### config.mk
export PLATFORM = sky130hd
export DESIGN_NAME = lru_key_order_tracker
export DESIGN_NICKNAME = d
export VERILOG_FILES = /design/src/design/lkot_pkg.sv /design/src/design/lkot_cell.sv /design/src/design/lru_key_order_tracker.sv
export SDC_FILE = /design/constraint.sdc
export NUM_CORES = 1
export LEC_CHECK = 0
export ABC_CLOCK_PERIOD_IN_PS = 5000
export BUFFER_PORTS_ARGS = -buffer_cell sky130_fd_sc_hd__buf_2
export CORE_MARGIN = 2
export CORE_UTILIZATION = 56
export DETAILED_ROUTE_END_ITERATION = 7
export PLACE_DENSITY_LB_ADDON = 0.3
export SETUP_SLACK_MARGIN = 0.1
export SYNTH_ARGS = -nofsm -noshare
export SYNTH_HDL_FRONTEND = slang
export SYNTH_HIERARCHICAL = 1
export SYNTH_SLANG_ARGS = --single-unit
### constraint.sdc
create_clock -name clk_i -period 5 [get_ports clk_i]
set_input_delay 1 -clock clk_i [delete_from_list [all_inputs] [get_ports clk_i]]
set_output_delay 1 -clock clk_i [all_outputs]
set_load 0.02 [all_outputs]
### src/design/lkot_pkg.sv
// Shared constants and the cell control struct for the LRU key order tracker.
package lkot_pkg;

  localparam int KEY_W         = 32;
  localparam int CAP_W         = 4;
  localparam int OCC_W         = 4;
  localparam int DEFAULT_DEPTH = 8;

  localparam logic [CAP_W-1:0] CAP_RESET = 4'd8;

  // Control broadcast from the sequencer to every cell of the chain.
  typedef struct packed {
    logic cmp_en;       // register the per-cell match against the access key
    logic upd_en;       // apply the shift and load of this cycle
    logic shift_all;    // every cell takes its right neighbor (head removal)
    logic load_en;      // write the access key at the tail position
    logic load_tail_m1; // tail position is count - 1 instead of count
  } cell_ctrl_t;

endpackage

### src/design/lkot_cell.sv
// One key slot of the tracker chain with its match flag and shift logic.
module lkot_cell
  import lkot_pkg::*;
#(
  parameter int CntW = 4,
  parameter int Idx  = 0
) (
  input  logic             clk_i,
  input  logic             rst_ni,
  input  cell_ctrl_t       ctrl_i,
  input  logic [CntW-1:0]  count_i,
  input  logic [KEY_W-1:0] access_key_i,
  input  logic [KEY_W-1:0] right_key_i,
  input  logic             seen_i,
  output logic             seen_o,
  output logic [KEY_W-1:0] key_o,
  output logic [KEY_W-1:0] next_key_o
);

  logic [KEY_W-1:0] key_q, key_d;
  logic             match_q, match_d;
  logic             occupied;
  logic [CntW-1:0]  tail;
  logic             load;
  logic             shift;

  assign occupied = CntW'(Idx) < count_i;
  assign tail     = ctrl_i.load_tail_m1 ? count_i - CntW'(1) : count_i;
  assign seen_o   = seen_i | match_q;
  assign load     = ctrl_i.upd_en & ctrl_i.load_en & (CntW'(Idx) == tail);
  assign shift    = ctrl_i.upd_en & (ctrl_i.shift_all | seen_o);

  always_comb begin
    match_d = match_q;
    if (ctrl_i.cmp_en) begin
      match_d = occupied & (key_q == access_key_i);
    end
  end

  always_comb begin
    key_d = key_q;
    if (load) begin
      key_d = access_key_i;
    end else if (shift) begin
      key_d = right_key_i;
    end
  end

  always_ff @(posedge clk_i or negedge rst_ni) begin
    if (!rst_ni) begin
      match_q <= 1'b0;
    end else begin
      match_q <= match_d;
    end
  end

  always_ff @(posedge clk_i) begin
    key_q <= key_d;
  end

  assign key_o      = key_q;
  assign next_key_o = key_d;

endmodule

### src/design/lru_key_order_tracker.sv
// Top level of the LRU key order tracker: sequencer, cell chain and result register.
//
// The tracker keeps up to the configured capacity of distinct 32-bit keys in a
// chain of cells, oldest in cell 0. Each accepted key passes a compare state,
// in which every cell compares its slot with the key, and an update state, in
// which the chain shifts left by one from the matching cell (a hit) or from the
// head (an eviction) and the key is written at the tail. When the capacity has
// been lowered below the current occupancy, a miss stays in the update state to
// drop each additional head key in turn. A new key is taken only while the
// sequencer is idle, so the next key is accepted only after the previous one
// has left the update state. The result register lets a finished result wait
// for the consumer while the next key is accepted, and the update cycle holds
// while a previous result has not been taken. The capacity register can be
// written in any cycle (its ready is always high) but should only change while
// idle; a value of zero acts as one and values above the depth act as the depth.
module lru_key_order_tracker
  import lkot_pkg::*;
#(
  parameter int DEPTH = DEFAULT_DEPTH
) (
  input  logic                    clk_i,
  input  logic                    rst_ni,
  input  logic                    in_valid_i,
  output logic                    in_ready_o,
  input  logic signed [KEY_W-1:0] access_key_i,
  input  logic                    cfg_valid_i,
  output logic                    cfg_ready_o,
  input  logic        [CAP_W-1:0] capacity_i,
  output logic                    out_valid_o,
  input  logic                    out_ready_i,
  output logic                    hit_o,
  output logic                    evicted_o,
  output logic signed [KEY_W-1:0] evicted_key_o,
  output logic        [OCC_W-1:0] occupancy_o,
  output logic signed [KEY_W-1:0] oldest_key_o
);

  localparam int CntW = $clog2(DEPTH + 1);

  localparam logic [1:0] ST_IDLE = 2'd0;
  localparam logic [1:0] ST_CMP  = 2'd1;
  localparam logic [1:0] ST_UPD  = 2'd2;

  logic [1:0]       state_q, state_d;
  logic [CntW-1:0]  count_q, count_d;
  logic [CAP_W-1:0] cap_q, cap_d;
  logic [KEY_W-1:0] key_q, key_d;

  // Eviction memory for misses that have to drop more than one head key.
  logic             evflag_q, evflag_d;
  logic [KEY_W-1:0] evkey_q, evkey_d;

  // Result register.
  logic             out_valid_q, out_valid_d;
  logic             hit_q, hit_d;
  logic             evicted_q, evicted_d;
  logic [KEY_W-1:0] evicted_key_q, evicted_key_d;
  logic [OCC_W-1:0] occ_q, occ_d;
  logic [KEY_W-1:0] oldest_q, oldest_d;

  cell_ctrl_t       ctrl;
  logic [CntW-1:0]  eff_cap;
  logic             out_free;
  logic             hit;

  logic             seen     [DEPTH+1];
  logic [KEY_W-1:0] slot     [DEPTH];
  logic [KEY_W-1:0] slot_nxt [DEPTH];

  // The capacity is clamped into the range one to the chain depth.
  always_comb begin
    if (32'(cap_q) > DEPTH) begin
      eff_cap = CntW'(DEPTH);
    end else if (cap_q == '0) begin
      eff_cap = CntW'(1);
    end else begin
      eff_cap = CntW'(cap_q);
    end
  end

  assign out_free    = !out_valid_q || out_ready_i;
  assign in_ready_o  = (state_q == ST_IDLE);
  assign cfg_ready_o = 1'b1;

  // The match chain runs from the head; its far end tells whether any held key matched.
  assign seen[0] = 1'b0;
  assign hit     = seen[DEPTH];

  for (genvar i = 0; i < DEPTH; i++) begin : g_cell
    logic [KEY_W-1:0] right_key;
    if (i == DEPTH - 1) begin : g_last
      assign right_key = '0;
    end else begin : g_mid
      assign right_key = slot[i+1];
    end

    lkot_cell #(
      .CntW (CntW),
      .Idx  (i)
    ) u_cell (
      .clk_i        (clk_i),
      .rst_ni       (rst_ni),
      .ctrl_i       (ctrl),
      .count_i      (count_q),
      .access_key_i (key_q),
      .right_key_i  (right_key),
      .seen_i       (seen[i]),
      .seen_o       (seen[i+1]),
      .key_o        (slot[i]),
      .next_key_o   (slot_nxt[i])
    );
  end

  always_comb begin
    state_d       = state_q;
    count_d       = count_q;
    cap_d         = cap_q;
    key_d         = key_q;
    evflag_d      = evflag_q;
    evkey_d       = evkey_q;
    out_valid_d   = out_valid_q && !out_ready_i;
    hit_d         = hit_q;
    evicted_d     = evicted_q;
    evicted_key_d = evicted_key_q;
    occ_d         = occ_q;
    oldest_d      = oldest_q;
    ctrl          = '0;

    if (cfg_valid_i) begin
      cap_d = capacity_i;
    end

    case (state_q)
      ST_IDLE: begin
        if (in_valid_i) begin
          key_d    = access_key_i;
          evflag_d = 1'b0;
          state_d  = ST_CMP;
        end
      end

      ST_CMP: begin
        ctrl.cmp_en = 1'b1;
        state_d     = ST_UPD;
      end

      ST_UPD: begin
        if (out_free) begin
          ctrl.upd_en = 1'b1;
          if (hit) begin
            // The matching cell closes its gap and the key goes to the tail.
            ctrl.load_en      = 1'b1;
            ctrl.load_tail_m1 = 1'b1;
          end else if (count_q < eff_cap) begin
            ctrl.load_en = 1'b1;
            count_d      = count_q + CntW'(1);
          end else if (count_q == eff_cap) begin
            ctrl.shift_all    = 1'b1;
            ctrl.load_en      = 1'b1;
            ctrl.load_tail_m1 = 1'b1;
          end else begin
            // Over capacity after a lowered setting: drop one head key and retry.
            ctrl.shift_all = 1'b1;
            count_d        = count_q - CntW'(1);
            if (!evflag_q) begin
              evflag_d = 1'b1;
              evkey_d  = slot[0];
            end
          end

          if (hit || count_q <= eff_cap) begin
            out_valid_d = 1'b1;
            hit_d       = hit;
            evicted_d   = evflag_q || (!hit && count_q == eff_cap);
            if (evflag_q) begin
              evicted_key_d = evkey_q;
            end else if (!hit && count_q == eff_cap) begin
              evicted_key_d = slot[0];
            end else begin
              evicted_key_d = '0;
            end
            occ_d    = OCC_W'(count_d);
            oldest_d = slot_nxt[0];
            state_d  = ST_IDLE;
          end
        end
      end

      default: begin
        state_d = ST_IDLE;
      end
    endcase
  end

  always_ff @(posedge clk_i or negedge rst_ni) begin
    if (!rst_ni) begin
      state_q     <= ST_IDLE;
      count_q     <= '0;
      cap_q       <= CAP_RESET;
      evflag_q    <= 1'b0;
      out_valid_q <= 1'b0;
    end else begin
      state_q     <= state_d;
      count_q     <= count_d;
      cap_q       <= cap_d;
      evflag_q    <= evflag_d;
      out_valid_q <= out_valid_d;
    end
  end

  always_ff @(posedge clk_i) begin
    key_q         <= key_d;
    evkey_q       <= evkey_d;
    hit_q         <= hit_d;
    evicted_q     <= evicted_d;
    evicted_key_q <= evicted_key_d;
    occ_q         <= occ_d;
    oldest_q      <= oldest_d;
  end

  assign out_valid_o   = out_valid_q;
  assign hit_o         = hit_q;
  assign evicted_o     = evicted_q;
  assign evicted_key_o = evicted_key_q;
  assign occupancy_o   = occ_q;
  assign oldest_key_o  = oldest_q;

endmodule

==> impl_table.tex, run 1 <==
\begin{tabular}{lr}
\hline
Metric & Value \\
\hline
\multicolumn{2}{l}{\textbf{Place}} \\
HPWL Detailed & 34.45 mm \\
Placed cell count & 2221 \\
GP Congestion & 0.8877 \\
Count of input and output buffers & 112 \\
\multicolumn{2}{l}{\textbf{Clocking}} \\
Max clock buf depth & 3 \\
Count of clock tree sinks & 410 \\
CTS Hold Buffers Added & 0 \\
Clock tree from TritonCTS & done \\
Clk pin slew, worst setup/hold paths & 0.06 ns \\
Root buffer cell & clkbuf\_16 \\
Level count of the clock H-tree & 2 \\
Total clock buffers created by CTS & 43 \\
Insertion delay to the later sink of the worst-skew pair & 0.54 ns \\
\multicolumn{2}{l}{\textbf{Floorplanning}} \\
Die span in x & 197.6 um \\
Site row count & 70 \\
Number of primary I/O pins & 114 \\
Total Die Area & 0.03903 mm\^{}2 \\
Placeable core area & 0.03679 mm\^{}2 \\
DIE HEIGHT & 197.6 um \\
Initial cell density of the core & 57.04\% \\
\multicolumn{2}{l}{\textbf{Setup path}} \\
Worst-path maximum fanout & 32 \\
R2r startpoint & g\_cell[0].u\_cell/match\_q \\
Startpoint of the worst setup timing path & g\_cell[0].u\_cell/match\_q \\
Kind of start point of the critical path & flip-flop \\
Data arrival time of the critical path & 5.08 ns \\
CP Capture Type & flip-flop \\
Crit Path Category & reg -> reg \\
Worst Path Required & 5.40 ns \\
\multicolumn{2}{l}{\textbf{Synth}} \\
Flop and latch count out of synthesis & 410 \\
Total number of yosys warnings & 6 \\
Fraction of registers with async set or reset after synthesis & 4.878\% \\
Flip-flop cell with the highest count after synthesis & dfxtp\_1 \\
Netlist area before placement & 0.02098 mm\^{}2 \\
Mean cell area of the mapped netlist & 12.90 um\^{}2 \\
Count of distinct cell types in the synthesized netlist & 78 \\
Instance count of the mapped netlist & 1626 \\
Proportion of synthesized chip area in sequential cells & 45.99\% \\
Number of flops mapped to enable cells by yosys & 134 \\
\multicolumn{2}{l}{\textbf{GRT}} \\
GRT overflow & 0 \\
Global-route usage over all layers & 24.37\% \\
Initial antenna violation count & 1 \\
First-pass GRT wire length & 74.12 mm \\
Number of global-route vias before repair & 13050 \\
Largest net degree at the start of global routing & 71 \\
\multicolumn{2}{l}{\textbf{Timing}} \\
Fin crit period & 4.679 ns \\
Accumulated negative setup slack & 0 ns \\
Worst Skew & 0.02975 ns \\
Hold slack & 0.4582 ns \\
Finish-stage setup viols & 0 \\
Actual transition at the worst max-transition pin & 1.180 ns \\
Max Freq & 213.7 MHz \\
Slew headroom & 21.33\% \\
Period utilisation layout & 93.58\% \\
Setup repair after global routing missed its margin & no \\
Final-report hold violation count & 0 \\
Final Max Slew Viols & 0 \\
\multicolumn{2}{l}{\textbf{Drt}} \\
Number of routed nets with antenna violations & 0 \\
Per-cell routed wire length & 20.76 um \\
Number of remaining DRC errors & 0 \\
Number of optimization iterations in the first detailed-route pass & 5 \\
Total wire length after detailed routing & 47.87 mm \\
Vias per cell & 5.662 \\
Drt first-iter violations & 633 \\
Total vias in the final route & 13060 \\
\multicolumn{2}{l}{\textbf{Run status}} \\
Result of the run & finished clean \\
\multicolumn{2}{l}{\textbf{Final layout}} \\
Non-filler instance count after layout & 2306 \\
Core utilization of the finished layout & 64.52\% \\
Highest-count cells in the layout ignoring fill and taps & dfxtp\_1 (256), xor2\_1 (204), mux2\_2 (174), mux2\_4 (170), edfxtp\_1 (134) \\
Proportion of layout cells with a drive suffix above 1 & 34.17\% \\
Number of nets in the finished design & 1862 \\
Most common cell after layout, fill and taps aside & dfxtp\_1 \\
Synthesis-to-finish area growth & 13.11\% \\
Total inserted antenna cells & 0 \\
\multicolumn{2}{l}{\textbf{Run}} \\
Maxcap violations & 0 \\
\multicolumn{2}{l}{\textbf{Power and ir drop}} \\
Power per Cell Area & 648.7 mW/mm\^{}2 \\
Static leakage & 0.01046 uW \\
Peak supply drop & 0.3614 mV \\
\multicolumn{2}{l}{\textbf{Worst hold path}} \\
Class of the most critical hold timing path & in -> async \\
\hline
\end{tabular}
==> final timing paths <==
path | end | cells after the start | slack [ns]
worst max-delay path | g_cell[6].u_cell/key_o[31] | 14 | 0.32
worst min-delay path | cap_q[2] | 1 | 0.46
worst max register to register | g_cell[6].u_cell/key_o[31] | 14 | 0.32
worst min register to register | cap_q[0] | 1 | 0.51
max in group asynchronous | g_cell[7].u_cell/match_q | 1 | 4.12
min in group clk_i | cap_q[0] | 1 | 0.51
==> routing by layer <==
layer	part of all wire [%]	up-vias	GRT usage (%)	wire [um]
li1	-	6252	-	-
met1	45	6388	31.62	21480
met2	47	301	40.75	22350
met3	3.4	115	2.544	1623
met4	5.1	0	11.95	2423
met5	0	-	0	0
==> cell usage after synthesis, types with 4 or more instances <==
cell type  count  area, um^2
o21ai_4        5       81.33
nand3_1       12       60.06
buf_4         10       75.07
nor3_1         6       30.03
o31ai_1        5       37.54
o21ai_0       28       140.1
ha_1          18       225.2
edfxtp_1     134        4024
buf_12         4       80.08
or2_2          6       37.54
nor2b_1        6       37.54
mux2_2       174        1959
o21ai_2       15       131.4
a21oi_1       40       200.2
a22o_1        32       280.3
xor2_1       204        1787
clkbuf_1      10       37.54
xnor2_1       61       534.3
mux2i_1       67       670.6
nand4_1       22       137.6
nand2b_1       9       56.30
buf_2          9       45.04
nand2_1       47       176.4
nor4_1        53       331.6
inv_1         27       101.4
dfrtp_1       19       475.5
mux2_1        43       484.2
buf_6         25       281.5
nor2_1        45       168.9
mux2_4       170        2552
dfxtp_1      256        5125
==> area by class of cell <==
cell class / instances / area (um^2)
fillers: 2766 / 13050
multi-input cells: 1156 / 10830
flip-flops and latches: 410 / 9651
clock buffers: 60 / 1201
repair buffers: 164 / 1054
well taps: 468 / 585.6
clock inverters: 20 / 306.5
inverters: 28 / 105.1
==> logic make-up after synthesis <==
family | after synthesis | share of synthesized area, %
multiplexers | 454 | 27.01
flip-flops | 410 | 45.99
XOR/XNOR | 265 | 11.06
AND/OR/NAND/NOR | 227 | 5.868
AO/OA/AOI/OAI | 158 | 5.665
buffers and inverters | 92 | 3.298
adder cells (fa/ha/maj) | 18 | 1.073
other | 2 | 0.03579
==> state kept, by name, indices dropped and copies added (netlist names), 4 cells and up <==
register	flops
g_cell.u_cell/key_o	256
occupancy_o	4
evicted_key_o	32
evkey_q	32
oldest_key_o	32
count_q	4
cap_q	4
key_q	32
g_cell.u_cell/match_q	8
==> worst max-delay path, stage by stage (launching register included) <==
cell and delay (ns):
dfrtp_1 0.38, or2_2 0.33, or2_2 0.31, or2_4 0.25
or2_4 0.25, or2_2 0.31, or2_2 0.32, or2_2 0.30
or2_4 0.28, o41ai_4 0.29, nor2_4 0.12, nor3b_2 0.18
a31oi_1 0.06, or4_4 0.73, mux2_1 0.42
==> power breakdown <==
group / switching [uW] / internal, uW
clock network: 1310 / 2050
logic: 2760 / 3090
registers: 1270 / 4910
==> per-stage QoR <==
stage	worst slack, ns	instance area [um^2]	total power, uW
6_report	0.3211	23730	15400
5_1_grt	0.1171	23730	16160
4_1_cts	0.1671	23700	15420
3_5_place_dp	-0.03638	22140	12030
3_3_place_gp	0.03322	22140	11740
2_1_floorplan	0.01856	21110	10360
==> repair_timing <==
action                                  CTS  global route
endpoints found under the setup margin  159           159
resized for setup                         3             5
pin swaps                                 2             3
cloned                                    1             0
buffers inserted                          2             2
No activity file was read; power rests on OpenSTA's default activity.
==> inputs of run 2 (changes only) <==
Settings changed: ABC_AREA set to 1.
==> impl_table.tex, run 2 <==
\begin{tabular}{lr}
\hline
Metric & Value \\
\hline
\multicolumn{2}{l}{\textbf{Clocking}} \\
Setup fix buffers added after clock tree synthesis & 0 (-2) \\
Total clock buffers created by CTS & 43 (unchanged) \\
Count of clock tree sinks & 410 (unchanged) \\
Level count of the clock H-tree & 2 (unchanged) \\
Clk pin slew, worst setup/hold paths & 0.06 ns (about the same) \\
Max clock buf depth & 3 (unchanged) \\
Resized cells post-CTS & 0 (-3) \\
Root buffer cell & clkbuf\_16 \\
Insertion delay to the later sink of the worst-skew pair & 0.57 ns (+0.03 ns) \\
CTS Hold Buffers Added & 0 (unchanged) \\
Clock tree from TritonCTS & done \\
\multicolumn{2}{l}{\textbf{Power and ir drop}} \\
Peak supply drop & 0.3095 mV (-14\%) \\
Static leakage & 0.01282 uW (+23\%) \\
Power per Cell Area & 607.6 mW/mm\^{}2 (-6.3\%) \\
\multicolumn{2}{l}{\textbf{Drt}} \\
Number of routed nets with antenna violations & 0 (unchanged) \\
Per-cell routed wire length & 13.79 um (-34\%) \\
Drt first-iter violations & 1273 (+100\%) \\
Total vias in the final route & 19590 (+50\%) \\
Number of remaining DRC errors & 0 (unchanged) \\
Vias per cell & 5.134 (-9.3\%) \\
Number of optimization iterations in the first detailed-route pass & 5 (unchanged) \\
Total wire length after detailed routing & 52.60 mm (+9.9\%) \\
\multicolumn{2}{l}{\textbf{Worst hold path}} \\
Class of the most critical hold timing path & in -> async \\
\multicolumn{2}{l}{\textbf{Final layout}} \\
Number of nets in the finished design & 3315 (+78\%) \\
Total inserted antenna cells & 0 (unchanged) \\
Non-filler instance count after layout & 3816 (+65\%) \\
Highest-count cells in the layout ignoring fill and taps & nand2\_1 (934), inv\_1 (512), nor2\_1 (317), dfxtp\_1 (256), o21ai\_0 (220) \\
Synthesis-to-finish area growth & 9.950\% \\
Proportion of layout cells with a drive suffix above 1 & 9.875\% (-24 points) \\
Most common cell after layout, fill and taps aside & nand2\_1 \\
Max FFs per register & 256 (unchanged) \\
\multicolumn{2}{l}{\textbf{Place}} \\
Count of input and output buffers & 112 (unchanged) \\
Placed cell count & 3736 (+68\%) \\
GP Congestion & 0.8846 (-0.35\%) \\
HPWL Detailed & 36.95 mm (+7.2\%) \\
\multicolumn{2}{l}{\textbf{Setup path}} \\
Worst Path Required & 5.44 ns (+0.04 ns) \\
Ordered cell list for the critical path & or2\_4, or2\_1, or2\_1, or2\_4, or2\_1, or2\_4, or2\_4, or2\_2, inv\_4, a21oi\_1, inv\_1, nand4\_1, nand2\_1, nand2\_1, buf\_12, o211ai\_1, o21ai\_0 \\
Maximum single-stage delay on the critical path & 0.47 ns (-0.26 ns) \\
Worst-path maximum fanout & 28 (-13\%) \\
Kind of start point of the critical path & flip-flop \\
Critical-path top delay cell & nand2\_1 \\
CP Capture Type & flip-flop \\
Cell type with the highest occurrence count on the critical path & or2\_4 \\
Data arrival time of the critical path & 5.07 ns (about the same) \\
Crit Path Category & reg -> reg \\
\multicolumn{2}{l}{\textbf{Timing}} \\
Final Max Slew Viols & 0 (unchanged) \\
Fin crit period & 4.629 ns (-0.04969 ns) \\
Finish-stage setup viols & 0 (unchanged) \\
Final-report hold violation count & 0 (unchanged) \\
Slew headroom & 21.54\% (+0.21 points) \\
Accumulated negative setup slack & 0 ns (unchanged) \\
Worst Skew & 0.01636 ns (-0.01339 ns) \\
Period utilisation layout & 92.58\% (-0.99 points) \\
Actual transition at the worst max-transition pin & 1.177 ns (-0.003172 ns) \\
Max Freq & 216.0 MHz (+1.1\%) \\
Setup repair after global routing missed its margin & no \\
\multicolumn{2}{l}{\textbf{Synth}} \\
Total number of yosys warnings & 6 (unchanged) \\
Netlist area before placement & 0.02240 mm\^{}2 (+6.7\%) \\
Flip-flop cell with the highest count after synthesis & dfxtp\_1 \\
Proportion of synthesized chip area in sequential cells & 43.09\% (-2.9 points) \\
Fraction of registers with async set or reset after synthesis & 4.878\% (unchanged) \\
Top cell type by total area after synthesis & dfxtp\_1 \\
Most frequent cell after synthesis & nand2\_1 \\
Number of flops mapped to enable cells by yosys & 134 (unchanged) \\
Top cells by instance count after synthesis & nand2\_1 (935), inv\_1 (513), nor2\_1 (317) \\
Mean cell area of the mapped netlist & 7.121 um\^{}2 (-45\%) \\
Most area-consuming cells after synthesis & dfxtp\_1 (23\%), edfxtp\_1 (18\%), nand2\_1 (16\%) \\
Flop and latch count out of synthesis & 410 (unchanged) \\
Area fraction of the dominant cell type after synthesis & 22.88\% (-1.5 points) \\
Instance count of the mapped netlist & 3145 (+93\%) \\
Count of distinct cell types in the synthesized netlist & 50 (-36\%) \\
\multicolumn{2}{l}{\textbf{GRT}} \\
Number of global-route vias before repair & 18260 (+40\%) \\
Initial antenna violation count & 0 (-1) \\
Largest net degree at the start of global routing & 71 (unchanged) \\
GRT overflow & 0 (unchanged) \\
Global-route usage over all layers & 25.04\% (+0.67 points) \\
First-pass GRT wire length & 86.69 mm (+17\%) \\
\multicolumn{2}{l}{\textbf{Floorplanning}} \\
Total Die Area & 0.04161 mm\^{}2 (+6.6\%) \\
Die span in x & 204.0 um (+3.2\%) \\
Placeable core area & 0.03964 mm\^{}2 (+7.8\%) \\
DIE HEIGHT & 204.0 um (+3.2\%) \\
Site row count & 73 (+4.3\%) \\
Initial cell density of the core & 56.50\% (-0.55 points) \\
Number of primary I/O pins & 114 (unchanged) \\
\multicolumn{2}{l}{\textbf{Run status}} \\
Result of the run & finished clean \\
\multicolumn{2}{l}{\textbf{Run}} \\
Maxcap violations & 0 (unchanged) \\
\hline
\end{tabular}
run 2: cell count changes in the layout (fill, tap and decap cells not counted), sizes merged, moves of 160 or more:
| cell | before | now |
|---|---|---|
| xor2 | 204 | 25 |
| a21oi | 41 | 201 |
| mux2 | 387 | 0 |
| nand2 | 48 | 951 |
| nor2 | 45 | 323 |
| o21ai | 50 | 325 |
| inv | 29 | 522 |
run 2: routing by layer:
metal | wire, um | up-vias | track usage (%) | part of all wire, %
li1 | - | 10020 | - | -
met1 | 24210 | 8917 | 33.89 | 46
met2 | 24070 | 565 | 41.25 | 46
met3 | 2854 | 92 | 3.013 | 5.4
met4 | 1470 | 0 | 9.343 | 2.8
met5 | 0 | - | 0 | 0
run 2: metrics by stage:
stage / hold slack [ns] / setup slack (ns) / utilization, % / power, uW / area (um^2)
2_1_floorplan: 0.4308 / 0.5723 / - / 10400 / 22530
3_3_place_gp: 0.4462 / 0.6039 / 58.71 / 11440 / 23270
3_5_place_dp: 0.4531 / 0.4574 / 58.71 / 11790 / 23270
4_1_cts: 0.4107 / 0.4143 / 62.12 / 14970 / 24620
5_1_grt: 0.4336 / 0.1100 / 62.12 / 16190 / 24620
6_report: 0.4195 / 0.3708 / 62.12 / 14960 / 24620
run 2: final cells by class:
class                   instances  area, um^2
clock buffers                  56        1165
multi-input cells            2136       10160
fillers                      3548       15020
clock inverters                24       187.7
flip-flops and latches        410        9651
inverters                     520        1957
well taps                     525       656.9
repair buffers                145       845.8
run 2: kinds of logic after synthesis:
kind of cell,synth area share [%]
AOI/OAI and AO/OA,14.94
xor gates and xnor gates,3.319
adders and majority gates,1.006
buffers and inverters,12.20
DFF,43.09
other,0.03353
and+or+nand+nor,25.41
run 2: critical path: cells and delay by family (launching register included):
family,cells,cell delay (ns)
simple gates,11,2.87
compound gates,3,0.57
buf+inv,3,0.69
flops,1,0.38
run 2: worst paths after layout:
path / start / to / slack (ns) / cells past startpoint
worst max-delay path: g_cell[0].u_cell/match_q / g_cell[2].u_cell/key_o[17] / 0.37 / 17
worst min-delay path: rst_ni / g_cell[4].u_cell/match_q / 0.42 / 1
worst max register to register: g_cell[0].u_cell/match_q / g_cell[2].u_cell/key_o[17] / 0.37 / 17
worst min register to register: g_cell[0].u_cell/key_o[25] / evkey_q[25] / 0.46 / 0
max in group asynchronous: rst_ni / cap_q[3] / 4.21 / 1
min in group clk_i: g_cell[0].u_cell/key_o[25] / evkey_q[25] / 0.46 / 0
run 2: report_power, final:
group | internal (uW) | total (uW) | switching, uW
Sequential | 4890 | 6100 | 1210
Clock | 1760 | 3120 | 1360
Combinational | 2180 | 5740 | 3560
Total | 8830 | 15000 | 6130
